===== src/rtl/core/tkmc_pkg.sv =====
// ---------------------------------------------------------------------------
// Three-key menu controller package
// Payload types, codes, limits and the wrap-adjust helper.
// ---------------------------------------------------------------------------
package tkmc_pkg;

    localparam int COLOR_COUNT = 8;
    localparam int LEVEL_COUNT = 6;

    localparam int KEY_COUNT = 3;
    localparam int SINCE_W   = 11;
    localparam int CHANGE_W  = 12;
    localparam int CFG_IDX_W = 2;
    localparam int CFG_DATA_W = 12;

    localparam logic [6:0] COLOR_LIMIT  = 7'(COLOR_COUNT);
    localparam logic [2:0] LEVEL_MAX    = 3'(LEVEL_COUNT - 1);
    localparam logic [6:0] MINSEC_LIMIT = 7'd60;
    localparam logic [6:0] HOUR_LIMIT   = 7'd24;

    localparam logic [SINCE_W-1:0]  PRESS_GAP_RESET  = 11'd200;
    localparam logic [SINCE_W-1:0]  HOLD_TIME_RESET  = 11'd1000;
    localparam logic [CHANGE_W-1:0] SAVE_DELAY_RESET = 12'd2000;

    // Key positions in key_levels
    localparam int KEY_SELECT = 0;
    localparam int KEY_DOWN   = 1;
    localparam int KEY_UP     = 2;

    typedef enum logic [CFG_IDX_W-1:0] {
        CFG_PRESS_GAP  = 2'd0,
        CFG_HOLD_TIME  = 2'd1,
        CFG_SAVE_DELAY = 2'd2
    } tkmc_cfg_idx_t;

    localparam logic MODE_SETTINGS = 1'b0;
    localparam logic MODE_TIME     = 1'b1;

    localparam logic [1:0] SUB_COLOR  = 2'd0;
    localparam logic [1:0] SUB_LEVEL  = 2'd1;
    localparam logic [1:0] SUB_ORIENT = 2'd2;
    localparam logic [1:0] SUB_SECOND = 2'd0;
    localparam logic [1:0] SUB_MINUTE = 2'd1;
    localparam logic [1:0] SUB_HOUR   = 2'd2;
    localparam logic [1:0] SUB_LAST   = 2'd2;

    typedef struct packed {
        logic [2:0] key_levels;
        logic [4:0] now_hour;
        logic [5:0] now_minute;
        logic [5:0] now_second;
    } tkmc_in_t;

    typedef struct packed {
        logic [2:0] color_index;
        logic [2:0] brightness_index;
        logic       is_rotated;
        logic       menu_mode;
        logic [1:0] sub_item;
        logic [4:0] edit_hour;
        logic [5:0] edit_minute;
        logic [5:0] edit_second;
        logic       set_time_strobe;
        logic       save_strobe;
        logic [7:0] settings_byte;
    } tkmc_out_t;

    typedef struct packed {
        logic press;
        logic hold;
    } tkmc_key_evt_t;

    // Step a value up or down, wrapping within [0, limit). An up step from a
    // value at or past the limit lands on zero.
    function automatic logic [5:0] tkmc_wrap(input logic [5:0] value,
                                             input logic [6:0] limit,
                                             input logic       up);
        logic [6:0] inc;
        logic [5:0] result;
        inc = {1'b0, value} + 7'd1;
        if (up) begin
            result = (inc >= limit) ? 6'd0 : inc[5:0];
        end else begin
            result = (value == 6'd0) ? 6'(limit - 7'd1) : value - 6'd1;
        end
        return result;
    endfunction

endpackage


===== src/rtl/core/three_key_menu_controller_unit.sv =====
// ---------------------------------------------------------------------------
// Three-key menu controller
// Menu, minus and plus key handling for display settings and time edit.
// ---------------------------------------------------------------------------
// Each input transaction on s_data is one millisecond tick carrying the three
// active-low key levels and the current clock time. Every accepted tick gives
// exactly one result transaction on m_data, carrying the display settings,
// the menu position, the edited time and the set-time and save strobes.
// The configuration channel (cfg_index, cfg_wdata) sets the press gap, the
// hold time and the save delay; it is always ready and should only be
// written while no tick is in flight. Writes to an unused index are ignored.
// A tick is presented on m_data in the cycle after it is accepted.
// Throughput is one tick per cycle while results are taken, set by the single
// result register that all key, menu and save logic feeds.
// While the result register is full and m_ready is low, s_ready drops and
// the result is held; it rises again on the cycle the result is taken.
// Synchronous reset restores the default timings, clears all settings, the
// edit time and the elapsed counters, and treats every key as released.
// ---------------------------------------------------------------------------
module three_key_menu_controller_unit
    import tkmc_pkg::*;
(
    input  logic                  aclk,
    input  logic                  aresetn,
    input  logic                  s_valid,
    output logic                  s_ready,
    input  tkmc_in_t              s_data,
    output logic                  m_valid,
    input  logic                  m_ready,
    output tkmc_out_t             m_data,
    input  logic                  cfg_valid,
    output logic                  cfg_ready,
    input  logic [CFG_IDX_W-1:0]  cfg_index,
    input  logic [CFG_DATA_W-1:0] cfg_wdata
);

    logic                accept;
    tkmc_key_evt_t       evt [KEY_COUNT];

    logic [SINCE_W-1:0]  press_gap_reg;
    logic [SINCE_W-1:0]  hold_time_reg;
    logic [CHANGE_W-1:0] save_delay_reg;

    logic [2:0]          color_reg, color_next;
    logic [2:0]          level_reg, level_next;
    logic                rotated_reg, rotated_next;
    logic                mode_reg, mode_next;
    logic [1:0]          item_reg, item_next;
    logic [4:0]          hour_reg, hour_next;
    logic [5:0]          minute_reg, minute_next;
    logic [5:0]          second_reg, second_next;
    logic                unsaved_reg, unsaved_next;
    logic [CHANGE_W-1:0] since_change_reg, since_change_next;
    logic                set_time;
    logic                save;

    logic                m_valid_reg;
    tkmc_out_t           m_data_reg;
    tkmc_out_t           result;

    assign s_ready   = !m_valid_reg || m_ready;
    assign accept    = s_valid && s_ready;
    assign cfg_ready = 1'b1;
    assign m_valid   = m_valid_reg;
    assign m_data    = m_data_reg;

    for (genvar k = 0; k < KEY_COUNT; k++) begin : g_key
        tkmc_key_timer u_key_timer (
            .aclk      (aclk),
            .aresetn   (aresetn),
            .accept    (accept),
            .level     (s_data.key_levels[k]),
            .press_gap (press_gap_reg),
            .hold_time (hold_time_reg),
            .evt       (evt[k])
        );
    end

    always_ff @(posedge aclk) begin
        if (!aresetn) begin
            press_gap_reg  <= PRESS_GAP_RESET;
            hold_time_reg  <= HOLD_TIME_RESET;
            save_delay_reg <= SAVE_DELAY_RESET;
        end else if (cfg_valid) begin
            unique case (cfg_index)
                CFG_PRESS_GAP:  press_gap_reg  <= cfg_wdata[SINCE_W-1:0];
                CFG_HOLD_TIME:  hold_time_reg  <= cfg_wdata[SINCE_W-1:0];
                CFG_SAVE_DELAY: save_delay_reg <= cfg_wdata;
                default: ;
            endcase
        end
    end

    // Keys take effect in the order menu, minus, plus; each sees the state
    // left by the one before it.
    always_comb begin
        color_next   = color_reg;
        level_next   = level_reg;
        rotated_next = rotated_reg;
        mode_next    = mode_reg;
        item_next    = item_reg;
        hour_next    = hour_reg;
        minute_next  = minute_reg;
        second_next  = second_reg;
        unsaved_next = unsaved_reg;
        set_time     = 1'b0;
        since_change_next = (since_change_reg == {CHANGE_W{1'b1}}) ?
                            since_change_reg : since_change_reg + 1'b1;

        if (evt[KEY_SELECT].press) begin
            item_next = (item_next >= SUB_LAST) ? 2'd0 : item_next + 2'd1;
        end
        if (evt[KEY_SELECT].hold) begin
            if (mode_next == MODE_SETTINGS) begin
                mode_next   = MODE_TIME;
                hour_next   = s_data.now_hour;
                minute_next = s_data.now_minute;
                second_next = s_data.now_second;
                item_next   = SUB_SECOND;
            end else begin
                mode_next = MODE_SETTINGS;
                set_time  = 1'b1;
            end
        end

        for (int k = KEY_DOWN; k <= KEY_UP; k++) begin
            if (evt[k].press) begin
                if (mode_next == MODE_SETTINGS) begin
                    case (item_next)
                        SUB_COLOR: color_next =
                            3'(tkmc_wrap({3'b000, color_next}, COLOR_LIMIT, k == KEY_UP));
                        SUB_LEVEL: begin
                            if (k == KEY_UP) begin
                                if (level_next < LEVEL_MAX) level_next = level_next + 3'd1;
                            end else if (level_next != 3'd0) begin
                                level_next = level_next - 3'd1;
                            end
                        end
                        SUB_ORIENT: rotated_next = !rotated_next;
                        default: ;
                    endcase
                    unsaved_next      = 1'b1;
                    since_change_next = '0;
                end else begin
                    case (item_next)
                        SUB_SECOND: second_next =
                            tkmc_wrap(second_next, MINSEC_LIMIT, k == KEY_UP);
                        SUB_MINUTE: minute_next =
                            tkmc_wrap(minute_next, MINSEC_LIMIT, k == KEY_UP);
                        SUB_HOUR: hour_next =
                            5'(tkmc_wrap({1'b0, hour_next}, HOUR_LIMIT, k == KEY_UP));
                        default: ;
                    endcase
                end
            end
        end

        save = unsaved_next && (since_change_next > save_delay_reg);
        if (save) begin
            unsaved_next = 1'b0;
        end

        result.color_index      = color_next;
        result.brightness_index = level_next;
        result.is_rotated       = rotated_next;
        result.menu_mode        = mode_next;
        result.sub_item         = item_next;
        result.edit_hour        = hour_next;
        result.edit_minute      = minute_next;
        result.edit_second      = second_next;
        result.set_time_strobe  = set_time;
        result.save_strobe      = save;
        result.settings_byte    = save ? {1'b0, color_next, level_next, rotated_next} : 8'd0;
    end

    always_ff @(posedge aclk) begin
        if (!aresetn) begin
            color_reg        <= '0;
            level_reg        <= '0;
            rotated_reg      <= 1'b0;
            mode_reg         <= MODE_SETTINGS;
            item_reg         <= '0;
            hour_reg         <= '0;
            minute_reg       <= '0;
            second_reg       <= '0;
            unsaved_reg      <= 1'b0;
            since_change_reg <= '0;
            m_valid_reg      <= 1'b0;
        end else begin
            if (accept) begin
                color_reg        <= color_next;
                level_reg        <= level_next;
                rotated_reg      <= rotated_next;
                mode_reg         <= mode_next;
                item_reg         <= item_next;
                hour_reg         <= hour_next;
                minute_reg       <= minute_next;
                second_reg       <= second_next;
                unsaved_reg      <= unsaved_next;
                since_change_reg <= since_change_next;
                m_valid_reg      <= 1'b1;
            end else if (m_ready) begin
                m_valid_reg <= 1'b0;
            end
        end
    end

    always_ff @(posedge aclk) begin
        if (accept) begin
            m_data_reg <= result;
        end
    end

endmodule


===== src/rtl/core/tkmc_key_timer.sv =====
// ---------------------------------------------------------------------------
// Key timer
// Edge detection, press rate limiting and hold detection for one key.
// ---------------------------------------------------------------------------
module tkmc_key_timer
    import tkmc_pkg::*;
(
    input  logic               aclk,
    input  logic               aresetn,
    input  logic               accept,
    input  logic               level,
    input  logic [SINCE_W-1:0] press_gap,
    input  logic [SINCE_W-1:0] hold_time,
    output tkmc_key_evt_t      evt
);

    logic               level_prev_reg;
    logic               armed_reg;
    logic               armed_next;
    logic [SINCE_W-1:0] since_reg;
    logic [SINCE_W-1:0] since_inc;
    logic [SINCE_W-1:0] since_next;

    always_comb begin
        since_inc = (since_reg == {SINCE_W{1'b1}}) ? since_reg : since_reg + 1'b1;
        evt.press = !level && level_prev_reg && (since_inc > press_gap);
        // A press restarts the count, so a hold cannot fire on the same tick.
        evt.hold  = !level && armed_reg && !evt.press && (since_inc > hold_time);
        since_next = (evt.press || evt.hold) ? '0 : since_inc;
        if (level) begin
            armed_next = 1'b0;
        end else if (evt.press) begin
            armed_next = 1'b1;
        end else if (evt.hold) begin
            armed_next = 1'b0;
        end else begin
            armed_next = armed_reg;
        end
    end

    always_ff @(posedge aclk) begin
        if (!aresetn) begin
            level_prev_reg <= 1'b1;
            armed_reg      <= 1'b0;
            since_reg      <= '0;
        end else if (accept) begin
            level_prev_reg <= level;
            armed_reg      <= armed_next;
            since_reg      <= since_next;
        end
    end

endmodule


===== config.mk =====
export PLATFORM = sky130hd
export DESIGN_NAME = three_key_menu_controller_unit
export DESIGN_NICKNAME = d
export VERILOG_FILES = /design/src/rtl/core/tkmc_pkg.sv /design/src/rtl/core/three_key_menu_controller_unit.sv /design/src/rtl/core/tkmc_key_timer.sv
export SDC_FILE = /design/constraint.sdc
export NUM_CORES = 1
export LEC_CHECK = 0
export BUFFER_PORTS_ARGS = -buffer_cell sky130_fd_sc_hd__buf_4
export CORE_UTILIZATION = 61
export CTS_CLUSTER_DIAMETER = 150
export CTS_CLUSTER_SIZE = 14
export DETAILED_ROUTE_END_ITERATION = 8
export HOLD_SLACK_MARGIN = 0.05
export PLACE_DENSITY = 0.89
export SLEW_MARGIN = 20
export SYNTH_ARGS = -nofsm -noshare
export SYNTH_HDL_FRONTEND = slang
export SYNTH_HIERARCHICAL = 1
export SYNTH_SLANG_ARGS = --single-unit

===== constraint.sdc =====
create_clock -name aclk -period 10.8 [get_ports aclk]
set_input_delay 1.08 -clock aclk [delete_from_list [all_inputs] [get_ports aclk]]
set_output_delay 1.08 -clock aclk [all_outputs]
set_load 0.005 [all_outputs]

==> results.tsv, run 1 <==
stage	metric	value	unit
synthesis	synth.avg_cell_area	8.34	µm²
cells_and_area	largest_register_ffs	36	
synthesis	ys_warn_count	6	
timing	post-route-period-util	68.6	%
global_route	grt_max_degree	67	
clock_network	cts_tree	yes	
floorplanning	std_cell_rows	48	
global_route	antenna_found_initial	0	
cells_and_area	area_growth_syn_to_layout	11.4	%
routing	drt_iter0_markers	972	
clock_network	htree_levels	4	
global_route	track_usage	31.5	%
clock_network	clkTransAtPathRegs	0.07	ns
floorplanning	core_area	17400	µm²
clock_network	numCtsBuffers	17	
synthesis	mappedNetlistArea	10800	µm²
clock_network	cts_setup_buffers	0	
timing	clock_skew	0.00780	ns
placed_design	place.port_buffers	76	
global_route	overflow	0	
clock_network	cts_buffer_depth	2	
clock_network	clock-sinks	150	
setup_path	crit_fanout	29	
floorplanning	die-area	18300	µm²
clock_network	cts_resized	0	
setup_path	startpoint	g_key[0].u_key_timer/since_reg[0]$_SDFFE_PN0P_	
global_route	first_global_vias	9499	
clock_network	clk_latency	0.43	ns
setup_path	crit_type	flip-flop to flip-flop	
cells_and_area	nNetsFinal	1483	
routing	met1Wirelength	12.2	mm
routing	drt-total-wl	28.3	mm
timing	hold_viol_final	0	
routing	drtAntennaViolNets	0	
synthesis	syn_inst	1301	
timing	slew_violations	0	
synthesis	syn_nets	1438	
floorplanning	num_io_pins	79	
timing	fin_tns_setup	0	ns
cells_and_area	drive_above_1_share	12.7	%
worst_hold_path	hp-class	flip-flop to flip-flop	
setup_path	max_stage_delay	0.47	ns
clock_network	cts-root-buf	clkbuf_16	
setup_path	r2r_end	m_data[16]$_DFFE_PP_	
routing	routed.top_layer	met4	
placed_design	dpl.hpwl	20.0	mm
setup_path	slowest_stage	a2111oi_1	
placed_design	dpl_worst_slack	3.85	ns
routing	viasPerCell	6.43	
placed_design	dp_cells	1552	
timing	relSlewSlack	31.2	%
floorplanning	start_util	62.5	%
timing	setup_viol_count_final	0	
routing	wl_met3	2.24	mm
power_and_ir_drop	power.leakage	5.34	nW
setup_path	cp.arrival	7.57	ns
timing	fmax	135	MHz
power_and_ir_drop	powerDensity	118	nW/µm²
routing	route.met2.wl	13.0	mm
clock_network	holdBufCountCts	0	
flow_run	maxCapViolations	0	
timing	period_needed	7.41	ns
timing	grt_setup_unrepaired	false	
floorplanning	die_w	135	µm
timing	worst_slew_pin_slew	1.03	ns
cells_and_area	stdcell_count	1584	
setup_path	cp.depth	27	
global_route	grt_pass1_wl	45.9	mm
setup_path	cp_common_cell	ha_1	
run_status	status	complete, no violations	
setup_path	endpoint_kind	flip-flop	
routing	num_vias	10179	
setup_path	cp_num_buf_inv	3	
setup_path	startpoint_type	flip-flop	
setup_path	critPathTopFamily	simple AND/OR/NAND/NOR gates	
routing	drtPass1Iterations	6	
routing	remaining_drc_errors	0	
routing	wl_per_cell	17.9	µm
setup_path	regToRegStartpoint	g_key[0].u_key_timer/since_reg[0]$_SDFFE_PN0P_	
setup_path	regToRegSetupSlack	3.39	ns
timing	layout_setup_ws	3.39	ns
placed_design	gp_congestion	0.891	
setup_path	required	10.97	ns
floorplanning	die_h	135	µm
cells_and_area	antennaDiodeCount	0	
power_and_ir_drop	peakVddDrop	115	µV
setup_path	cp-endpoint	m_data[16]$_DFFE_PP_	
setup_path	reg2reg_depth	27	
power breakdown:
part	switching (mW)	total, mW	internal (mW)
combinational	0.112	0.191	0.0781
sequential	0.0200	0.619	0.599
clock	0.255	0.622	0.367
worst reg2reg max path: stages (launching register included):
cell and delay (ns):
dfxtp_1 0.46, ha_1 0.23, nand3_2 0.14, nor4_4 0.35
nand2_2 0.21, and4_1 0.28, xor2_1 0.26, ha_1 0.29
nand4_1 0.11, a211oi_1 0.06, a2111oi_1 0.47, nor2_1 0.28
nor3_1 0.24, buf_4 0.23, nor2b_2 0.20, buf_4 0.42
mux2i_1 0.21, ha_1 0.27, o211a_1 0.15, a311oi_1 0.41
or2_2 0.27, inv_1 0.08, ha_1 0.29, nor4_1 0.39
mux2_2 0.27, nand2_1 0.14, a21oi_1 0.29, o21ai_0 0.17
stage by stage:
| step | utilization, % | total power, mW | instance area (µm²) | hold slack, ns |
|---|---|---|---|---|
| after floorplan | - | 0.748 | 10800 | 0.435 |
| after global placement | 66.0 | 0.807 | 11500 | 0.444 |
| after detailed placement | 66.0 | 0.815 | 11500 | 0.448 |
| after CTS | 69.6 | 1.43 | 12100 | 0.456 |
| after global routing | 69.6 | 1.48 | 12100 | 0.484 |
| final | 69.6 | 1.43 | 12100 | 0.459 |
layer usage:
| layer | vias up | global-route usage, % |
|---|---|---|
| met5 | - | 0 |
| met4 | 0 | 13.0 |
| met3 | 87 | 4.86 |
| met2 | 508 | 51.1 |
| met1 | 4780 | 41.7 |
| li1 | 4804 | - |
worst min-delay path by stage:
stage                                                           from                                               end  slack, ns  cells after the start
global placement                      save_delay_reg[2]$_SDFFE_PN0P_                    save_delay_reg[2]$_SDFFE_PN0P_       0.44                      2
CTS                                  save_delay_reg[11]$_SDFFE_PN0P_                   save_delay_reg[11]$_SDFFE_PN0P_       0.46                      2
floorplan           g_key[0].u_key_timer/level_prev_reg$_SDFFE_PN1P_  g_key[0].u_key_timer/level_prev_reg$_SDFFE_PN1P_       0.44                      2
detailed placement                   save_delay_reg[11]$_SDFFE_PN0P_                   save_delay_reg[11]$_SDFFE_PN0P_       0.45                      2
finish                               save_delay_reg[11]$_SDFFE_PN0P_                   save_delay_reg[11]$_SDFFE_PN0P_       0.46                      2
global route                          save_delay_reg[3]$_SDFFE_PN0P_                    save_delay_reg[3]$_SDFFE_PN0P_       0.48                      2
area by class of cell:
class,instances,area (µm²)
multi-input cells,983,6770
fillers,1330,5270
flip-flops and latches,150,3360
repair buffers,85,638
clock buffers,21,514
inverters,109,414
well taps,225,282
clock inverters,11,108
cells in the final DEF (no fill, tap or decap), types with 23 or more instances in the layout:
cell type,count
nand2_1,184
dfxtp_1,114
inv_1,106
ha_1,98
buf_4,85
a21oi_1,84
nor2_1,76
o21ai_0,48
nand3_1,46
nand4_1,38
edfxtp_1,36
xnor2_1,28
mux2i_1,23
a211oi_1,23
Power figures use the tool's default switching activity.
==> run 2: changes to the inputs <==
==> constraint.sdc (replaced) <==
create_clock -name aclk -period 7.72 [get_ports aclk]
set_input_delay 0.772 -clock aclk [delete_from_list [all_inputs] [get_ports aclk]]
set_output_delay 0.772 -clock aclk [all_outputs]
set_load 0.005 [all_outputs]
==> run 2 against run 1 <==
Against the previous run: critical path type unchanged; largest cell class unchanged; core utilization decreased by 0.25 points; via count shrank 0.84%; sequential power increased by 40%.
==> results.tsv, run 2 (synthesis gave the netlist of run 1 again) <==
stage	metric	value	unit	change
run_status	status	complete, no violations		unchanged
global_route	grt_pass1_wl	45.9	mm	about the same
placed_design	place.port_buffers	76		unchanged
placed_design	dpl.hpwl	19.7	mm	was 20.0 mm
floorplanning	start_util	62.5	%	unchanged
setup_path	cp.arrival	7.32	ns	was 7.57 ns
cells_and_area	drive_above_1_share	12.5	%	was 12.7%
floorplanning	core_area	17400	µm²	unchanged
routing	viasPerCell	6.38		was 6.43
global_route	use_met3	6.32	%	was 4.86%
setup_path	cp_common_cell	ha_1		unchanged
setup_path	critPathTopFamily	simple AND/OR/NAND/NOR gates		unchanged
timing	worst_slew_pin_slew	1.02	ns	was 1.03 ns
setup_path	required	7.89	ns	was 10.97 ns
timing	fmax	140	MHz	was 135 MHz
power_and_ir_drop	peakVddDrop	185	µV	was 115 µV
floorplanning	std_cell_rows	48		unchanged
worst_hold_path	hp-class	flip-flop to flip-flop		unchanged
global_route	antenna_found_initial	0		unchanged
setup_path	cp_num_buf_inv	2		was 3
clock_network	clkTransAtPathRegs	0.06	ns	was 0.07 ns
clock_network	cts_setup_buffers	0		unchanged
routing	remaining_drc_errors	0		unchanged
cells_and_area	antennaDiodeCount	0		unchanged
power_and_ir_drop	powerDensity	163	nW/µm²	was 118 nW/µm²
cells_and_area	layout_common_cells	nand2_1 (184), dfxtp_1 (114), inv_1 (106), ha_1 (98)		was nand2_1 (184), dfxtp_1 (114), inv_1 (106), ha_1 (98), buf_4 (85)
timing	relSlewSlack	32.1	%	was 31.2%
setup_path	startpoint_type	flip-flop		unchanged
placed_design	dp_cells	1551		was 1,552
global_route	use_met2	48.7	%	was 51.1%
timing	period_needed	7.15	ns	was 7.41 ns
global_route	grt_util_met1	41.4	%	was 41.7%
floorplanning	die-area	18300	µm²	unchanged
power_and_ir_drop	power	1.97	mW	was 1.43 mW
clock_network	cts_buffer_depth	2		unchanged
setup_path	crit_type	flip-flop to flip-flop		unchanged
timing	clock_skew	0.0105	ns	was 0.00780 ns
setup_path	endpoint_kind	flip-flop		unchanged
floorplanning	die_h	135	µm	unchanged
cells_and_area	stdcell_count	1583		was 1,584
power_and_ir_drop	power.leakage	5.31	nW	was 5.34 nW
cells_and_area	fillers	1316		was 1,330
clock_network	cts-root-buf	clkbuf_16		unchanged
global_route	track_usage	31.3	%	was 31.5%
clock_network	numCtsBuffers	17		unchanged
routing	drtAntennaViolNets	0		unchanged
global_route	first_global_vias	9519		was 9,499
worst_hold_path	hp-start	save_delay_reg[1]$_SDFFE_PN0P_		was save_delay_reg[11]$_SDFFE_PN0P_
global_route	grt_max_degree	89		was 67
clock_network	clk_latency	0.43	ns	about the same
timing	grt_setup_unrepaired	false		unchanged
cells_and_area	finish.utilization	69.4	%	was 69.6%
clock_network	htree_levels	4		unchanged
setup_path	regToRegStartpoint	g_key[0].u_key_timer/since_reg[0]$_SDFFE_PN0P_		unchanged
global_route	busiest_layer	met2		unchanged
cells_and_area	multi_input_area	6780	µm²	was 6770 µm²
cells_and_area	seqCellArea	3360	µm²	unchanged
placed_design	gp_congestion	0.967		was 0.891
routing	wl_per_cell	17.7	µm	was 17.9 µm
setup_path	max_stage_delay	0.51	ns	was 0.47 ns
timing	setup_viol_count_final	0		unchanged
clock_network	clock-sinks	150		unchanged
cells_and_area	nNetsFinal	1482		was 1,483
setup_path	startpoint	g_key[0].u_key_timer/since_reg[0]$_SDFFE_PN0P_		unchanged
timing	fin_tns_setup	0	ns	unchanged
placed_design	dpl_cell_area	11500	µm²	about the same
routing	drtPass1Iterations	5		was 6
setup_path	crit_fanout	24		was 29
floorplanning	die_w	135	µm	unchanged
floorplanning	num_io_pins	79		unchanged
routing	drt_iter0_markers	1232		was 972
flow_run	maxCapViolations	0		unchanged
timing	hold_viol_final	0		unchanged
cells_and_area	largest_register_ffs	36		unchanged
timing	slew_violations	0		unchanged
clock_network	holdBufCountCts	0		unchanged
clock_network	cts_tree	yes		unchanged
routing	num_vias	10093		was 10.2k
timing	post-route-period-util	92.6	%	was 68.6%
cells_and_area	area_growth_syn_to_layout	11.0	%	was 11.4%
setup_path	slowest_stage	a2111oi_1		unchanged
routing	drt-total-wl	27.9	mm	was 28.3 mm
cells_and_area	finalInstanceArea	12000	µm²	was 12,100 µm²
cells_and_area	layout_commonest_cell	nand2_1		unchanged
global_route	overflow	0		unchanged
-- run 2: layout make-up --
class	count	share of cell area, %
Multi-Input combinational cell	983	56.3
Sequential cell	150	27.9
Timing Repair Buffer	84	5.24
Clock buffer	21	3.66
Inverter	109	3.44
Tap cell	225	2.34
Clock inverter	11	1.11
-- run 2: final timing paths --
path	cells after the start	slack (ns)	endpoint
worst max register to register	25	0.57	m_data[13]$_DFFE_PP_
worst min register to register	2	0.46	save_delay_reg[1]$_SDFFE_PN0P_
worst max-delay path	25	0.57	m_data[13]$_DFFE_PP_
worst min-delay path	2	0.46	save_delay_reg[1]$_SDFFE_PN0P_
-- run 2: metrics by stage --
stage,hold slack [ns],worst slack (ns)
floorplan,0.435,1.46
global placement,0.445,1.01
detailed placement,0.447,0.711
CTS,0.456,0.600
global route,0.489,0.0846
finish,0.458,0.573
-- run 2: repair_timing --
| action | CTS | global route |
|---|---|---|
| hold endpoints to repair | 0 | 0 |
| endpoints found under the setup margin | 0 | 5 |
| gates resized for setup | 0 | 2 |
-- run 2: worst reg2reg max path, cell delays in order (launching register included) --
cell	delay (ns)
dfxtp_1	0.46
ha_1	0.25
nand3_2	0.15
nor4_4	0.36
nand2_2	0.23
and4_1	0.28
xor2_1	0.25
ha_1	0.29
nand4_1	0.11
a211oi_1	0.05
a2111oi_1	0.51
nor2_1	0.28
nor3_1	0.27
buf_4	0.24
nor2b_2	0.37
buf_4	0.42
mux2i_2	0.38
ha_1	0.29
nand4_1	0.16
nor3b_1	0.19
a21oi_1	0.23
ha_1	0.35
nand2_1	0.14
a31oi_4	0.27
nor4_1	0.11
or2_1	0.25
-- run 2: layer usage --
layer / vias to the layer above / share of wire, %
met5: - / 0
met2: 450 / 45
li1: 4801 / -
met4: 0 / 3.5
met1: 4746 / 44
met3: 96 / 7.5
-- run 2: power by group --
part | total [mW] | switching, mW | internal, mW
logic | 0.265 | 0.155 | 0.109
registers | 0.866 | 0.0280 | 0.838
clock network | 0.835 | 0.331 | 0.504
==> run 3: changes to the inputs <==
--- a/config.mk
+++ b/config.mk
@@ -6,12 +6,12 @@
 export NUM_CORES = 1
 export LEC_CHECK = 0
 export BUFFER_PORTS_ARGS = -buffer_cell sky130_fd_sc_hd__buf_4
-export CORE_UTILIZATION = 61
+export CORE_UTILIZATION = 56
 export CTS_CLUSTER_DIAMETER = 150
 export CTS_CLUSTER_SIZE = 14
 export DETAILED_ROUTE_END_ITERATION = 8
 export HOLD_SLACK_MARGIN = 0.05
-export PLACE_DENSITY = 0.89
+export PLACE_DENSITY = 0.86
 export SLEW_MARGIN = 20
 export SYNTH_ARGS = -nofsm -noshare
 export SYNTH_HDL_FRONTEND = slang
==> constraint.sdc (replaced) <==
create_clock -name aclk -period 6.4 [get_ports aclk]
set_input_delay 0.64 -clock aclk [delete_from_list [all_inputs] [get_ports aclk]]
set_output_delay 0.64 -clock aclk [all_outputs]
set_load 0.005 [all_outputs]
==> run 3 against run 2 <==
Against the previous run: sequential cell count is the same; cell area increased by 1.5%; highest routed layer unchanged; power grew 19%; routed wire length about the same; sequential power is 20% higher; combinational power is 22% higher; global-route usage down 3.0 points; sequential share of layout area down 0.40 points.
==> results.tsv, run 3 (synthesis gave the netlist of run 1 again) <==
stage	metric	value	unit	change
global_route	grt_pass1_wl	45.3	mm	was 45.9 mm
clock_network	clock-sinks	150		unchanged
global_route	antenna_found_initial	0		unchanged
routing	num_vias	10020		was 10.1k
timing	period_needed	5.94	ns	was 7.15 ns
power_and_ir_drop	powerDensity	191	nW/µm²	was 163 nW/µm²
routing	wl_per_cell	17.1	µm	was 17.7 µm
routing	remaining_drc_errors	0		unchanged
flow_run	maxCapViolations	0		unchanged
floorplanning	std_cell_rows	50		was 48
setup_path	required	6.75	ns	was 7.89 ns
timing	relSlewSlack	58.2	%	was 32.1%
setup_path	reg2reg_depth	24		was 25
floorplanning	start_util	57.6	%	was 62.5%
power_and_ir_drop	pwr-share-seq	44.8	%	was 44.1%
placed_design	gp_congestion	0.972		was 0.967
cells_and_area	finalInstanceArea	12200	µm²	was 12,000 µm²
setup_path	cp.arrival	6.28	ns	was 7.32 ns
clock_network	cts_setup_buffers	0		unchanged
setup_path	startpoint_type	flip-flop		unchanged
setup_path	crit_fanout	16		was 24
worst_hold_path	hold_path_end	m_valid$_SDFFE_PN0P_		was save_delay_reg[1]$_SDFFE_PN0P_
clock_network	htree_levels	4		unchanged
setup_path	regToRegSetupSlack	0.46	ns	was 0.57 ns
floorplanning	die_w	141	µm	was 135 µm
power_and_ir_drop	p_comb_share	13.9	%	was 13.5%
routing	drtPass1Iterations	6		was 5
timing	fin_tns_setup	0	ns	unchanged
setup_path	r2r_end	second_reg[0]$_SDFFE_PN0P_		was m_data[13]$_DFFE_PP_
routing	viasPerCell	6.15		was 6.38
timing	hold_viol_final	0		unchanged
timing	fmax	168	MHz	was 140 MHz
worst_hold_path	hp-start	s_valid		was save_delay_reg[1]$_SDFFE_PN0P_
routing	drtAntennaViolNets	0		unchanged
power_and_ir_drop	intPower	1.70	mW	was 1.45 mW
cells_and_area	largest_register_ffs	36		unchanged
placed_design	dpl.hpwl	20.1	mm	was 19.7 mm
worst_hold_path	hp-class	input port to flip-flop		was flip-flop to flip-flop
global_route	track_usage	28.3	%	was 31.3%
timing	setup_viol_count_final	0		unchanged
clock_network	cts-root-buf	clkbuf_16		unchanged
clock_network	clk_latency	0.43	ns	about the same
timing	post-route-period-util	92.8	%	was 92.6%
cells_and_area	fillers	1541		was 1,316
setup_path	regToRegStartpoint	g_key[0].u_key_timer/since_reg[1]$_SDFFE_PN0P_		was g_key[0].u_key_timer/since_reg[0]$_SDFFE_PN0P_
setup_path	crit_type	flip-flop to flip-flop		unchanged
timing	clock_skew	0.00795	ns	was 0.0105 ns
power_and_ir_drop	peakVddDrop	206	µV	was 185 µV
timing	slew_violations	0		unchanged
floorplanning	num_io_pins	79		unchanged
clock_network	cts_buffer_depth	2		unchanged
floorplanning	die-area	19900	µm²	was 18,300 µm²
cells_and_area	layout_common_cells	nand2_1 (184), dfxtp_1 (113), inv_1 (106), ha_1 (97), buf_4 (95)		was nand2_1 (184), dfxtp_1 (114), inv_1 (106), ha_1 (98)
clock_network	clkTransAtPathRegs	0.06	ns	about the same
power_and_ir_drop	power.leakage	5.38	nW	was 5.31 nW
clock_network	holdBufCountCts	0		unchanged
power_and_ir_drop	switchingPower	0.628	mW	was 0.515 mW
run_status	status	complete, no violations		unchanged
power_and_ir_drop	switching_share	26.9	%	was 26.2%
setup_path	endpoint_kind	flip-flop		unchanged
clock_network	cts_tree	yes		unchanged
timing	worst_slew_pin_slew	0.620	ns	was 1.02 ns
routing	drt-total-wl	27.9	mm	about the same
placed_design	dpl_cell_area	11600	µm²	was 11,500 µm²
floorplanning	die_h	141	µm	was 135 µm
cells_and_area	layout_commonest_cell	nand2_1		unchanged
cells_and_area	drive_above_1_share	13.9	%	was 12.5%
cells_and_area	antennaDiodeCount	0		unchanged
cells_and_area	nNetsFinal	1494		was 1,482
placed_design	place.port_buffers	76		unchanged
routing	drt_iter0_markers	859		was 1,232
global_route	overflow	0		unchanged
global_route	first_global_vias	9214		was 9,519
global_route	grt_max_degree	47		was 89
floorplanning	core_area	18800	µm²	was 17,400 µm²
cells_and_area	area_growth_syn_to_layout	12.7	%	was 11.0%
clock_network	numCtsBuffers	17		unchanged
power_and_ir_drop	pwr-share-clk	41.4	%	was 42.5%
timing	grt_setup_unrepaired	false		unchanged
worst_hold_path	hold_path_depth	3		was 2
[run 3: power by group through the flow]
stage | clock, mW | combinational, mW | sequential [mW]
2_1_floorplan | 0 | 0.208 | 1.05
3_3_place_gp | 0 | 0.304 | 1.06
3_5_place_dp | 0 | 0.314 | 1.06
4_1_cts | 0.973 | 0.318 | 1.04
5_1_grt | 1.02 | 0.358 | 1.05
6_report | 0.964 | 0.323 | 1.04
[run 3: through the flow]
stage / utilization [%] / worst slack (ns) / total power [mW] / std cells / hold WS [ns]
6_report: 64.9 / 0.462 / 2.33 / 1630 / 0.456
2_1_floorplan: - / 0.137 / 1.26 / 1301 / 0.435
5_1_grt: 64.9 / 0.0607 / 2.42 / 1630 / 0.460
3_5_place_dp: 61.6 / 0.0324 / 1.38 / 1598 / 0.451
3_3_place_gp: 61.6 / 0.300 / 1.37 / 1598 / 0.446
4_1_cts: 64.6 / 0.0535 / 2.33 / 1630 / 0.451
[run 3: area by class of cell]
type | count | area, µm² | area share, %
tap | 260 | 325 | 2.66
sequential | 150 | 3360 | 27.5
inverter | 109 | 414 | 3.39
multi-input combinational | 983 | 6830 | 55.9
clock inverter | 11 | 98.8 | 0.809
timing repair buffer | 96 | 724 | 5.93
clock buffer | 21 | 462 | 3.78
[run 3: timing repair]
action / 4_1_cts / 5_1_grt
cloned: 0 / 0
resized for setup: 3 / 11
setup endpoints to repair: 6 / 42
pin swaps: 0 / 1
[run 3: worst max-delay path, stage by stage, from the launching register on]
cell and delay (ns):
dfxtp_1 0.39, ha_1 0.22, nand3_2 0.15, nor4_4 0.27
nand2_4 0.16, and4_1 0.26, xor2_2 0.17, ha_1 0.20
a21oi_1 0.14, o21ai_0 0.12, a2111oi_2 0.46, nor2_1 0.14
nor3_2 0.26, nor2b_4 0.26, buf_6 0.24, mux2i_4 0.31
ha_1 0.27, nand4_1 0.16, and3_1 0.24, a21oi_1 0.22
ha_2 0.31, nand4b_1 0.17, a31oi_4 0.12, or3_1 0.40
a31oi_1 0.19
[run 3: worst max path at each step]
stage                                                         from                    endpoint  slack (ns)  depth (start not counted)
finish              g_key[0].u_key_timer/since_reg[1]$_SDFFE_PN0P_  second_reg[0]$_SDFFE_PN0P_        0.46                         24
floorplan           g_key[0].u_key_timer/since_reg[0]$_SDFFE_PN0P_  minute_reg[2]$_SDFFE_PN0P_        0.14                         28
global route        g_key[0].u_key_timer/since_reg[0]$_SDFFE_PN0P_  second_reg[0]$_SDFFE_PN0P_        0.06                         24
detailed placement  g_key[0].u_key_timer/since_reg[0]$_SDFFE_PN0P_  second_reg[0]$_SDFFE_PN0P_        0.03                         24
CTS                 g_key[0].u_key_timer/since_reg[0]$_SDFFE_PN0P_  second_reg[0]$_SDFFE_PN0P_        0.05                         24
global placement    g_key[0].u_key_timer/since_reg[0]$_SDFFE_PN0P_        m_data[13]$_DFFE_PP_        0.30                         24
[run 3: per-layer routing]
metal	vias to the layer above	share of wire (%)	global-route usage [%]
li1	4815	-	-
met1	4717	44	37.6
met2	424	46	45.8
met3	64	6.6	4.08
met4	0	3.1	12.4
met5	-	0	0
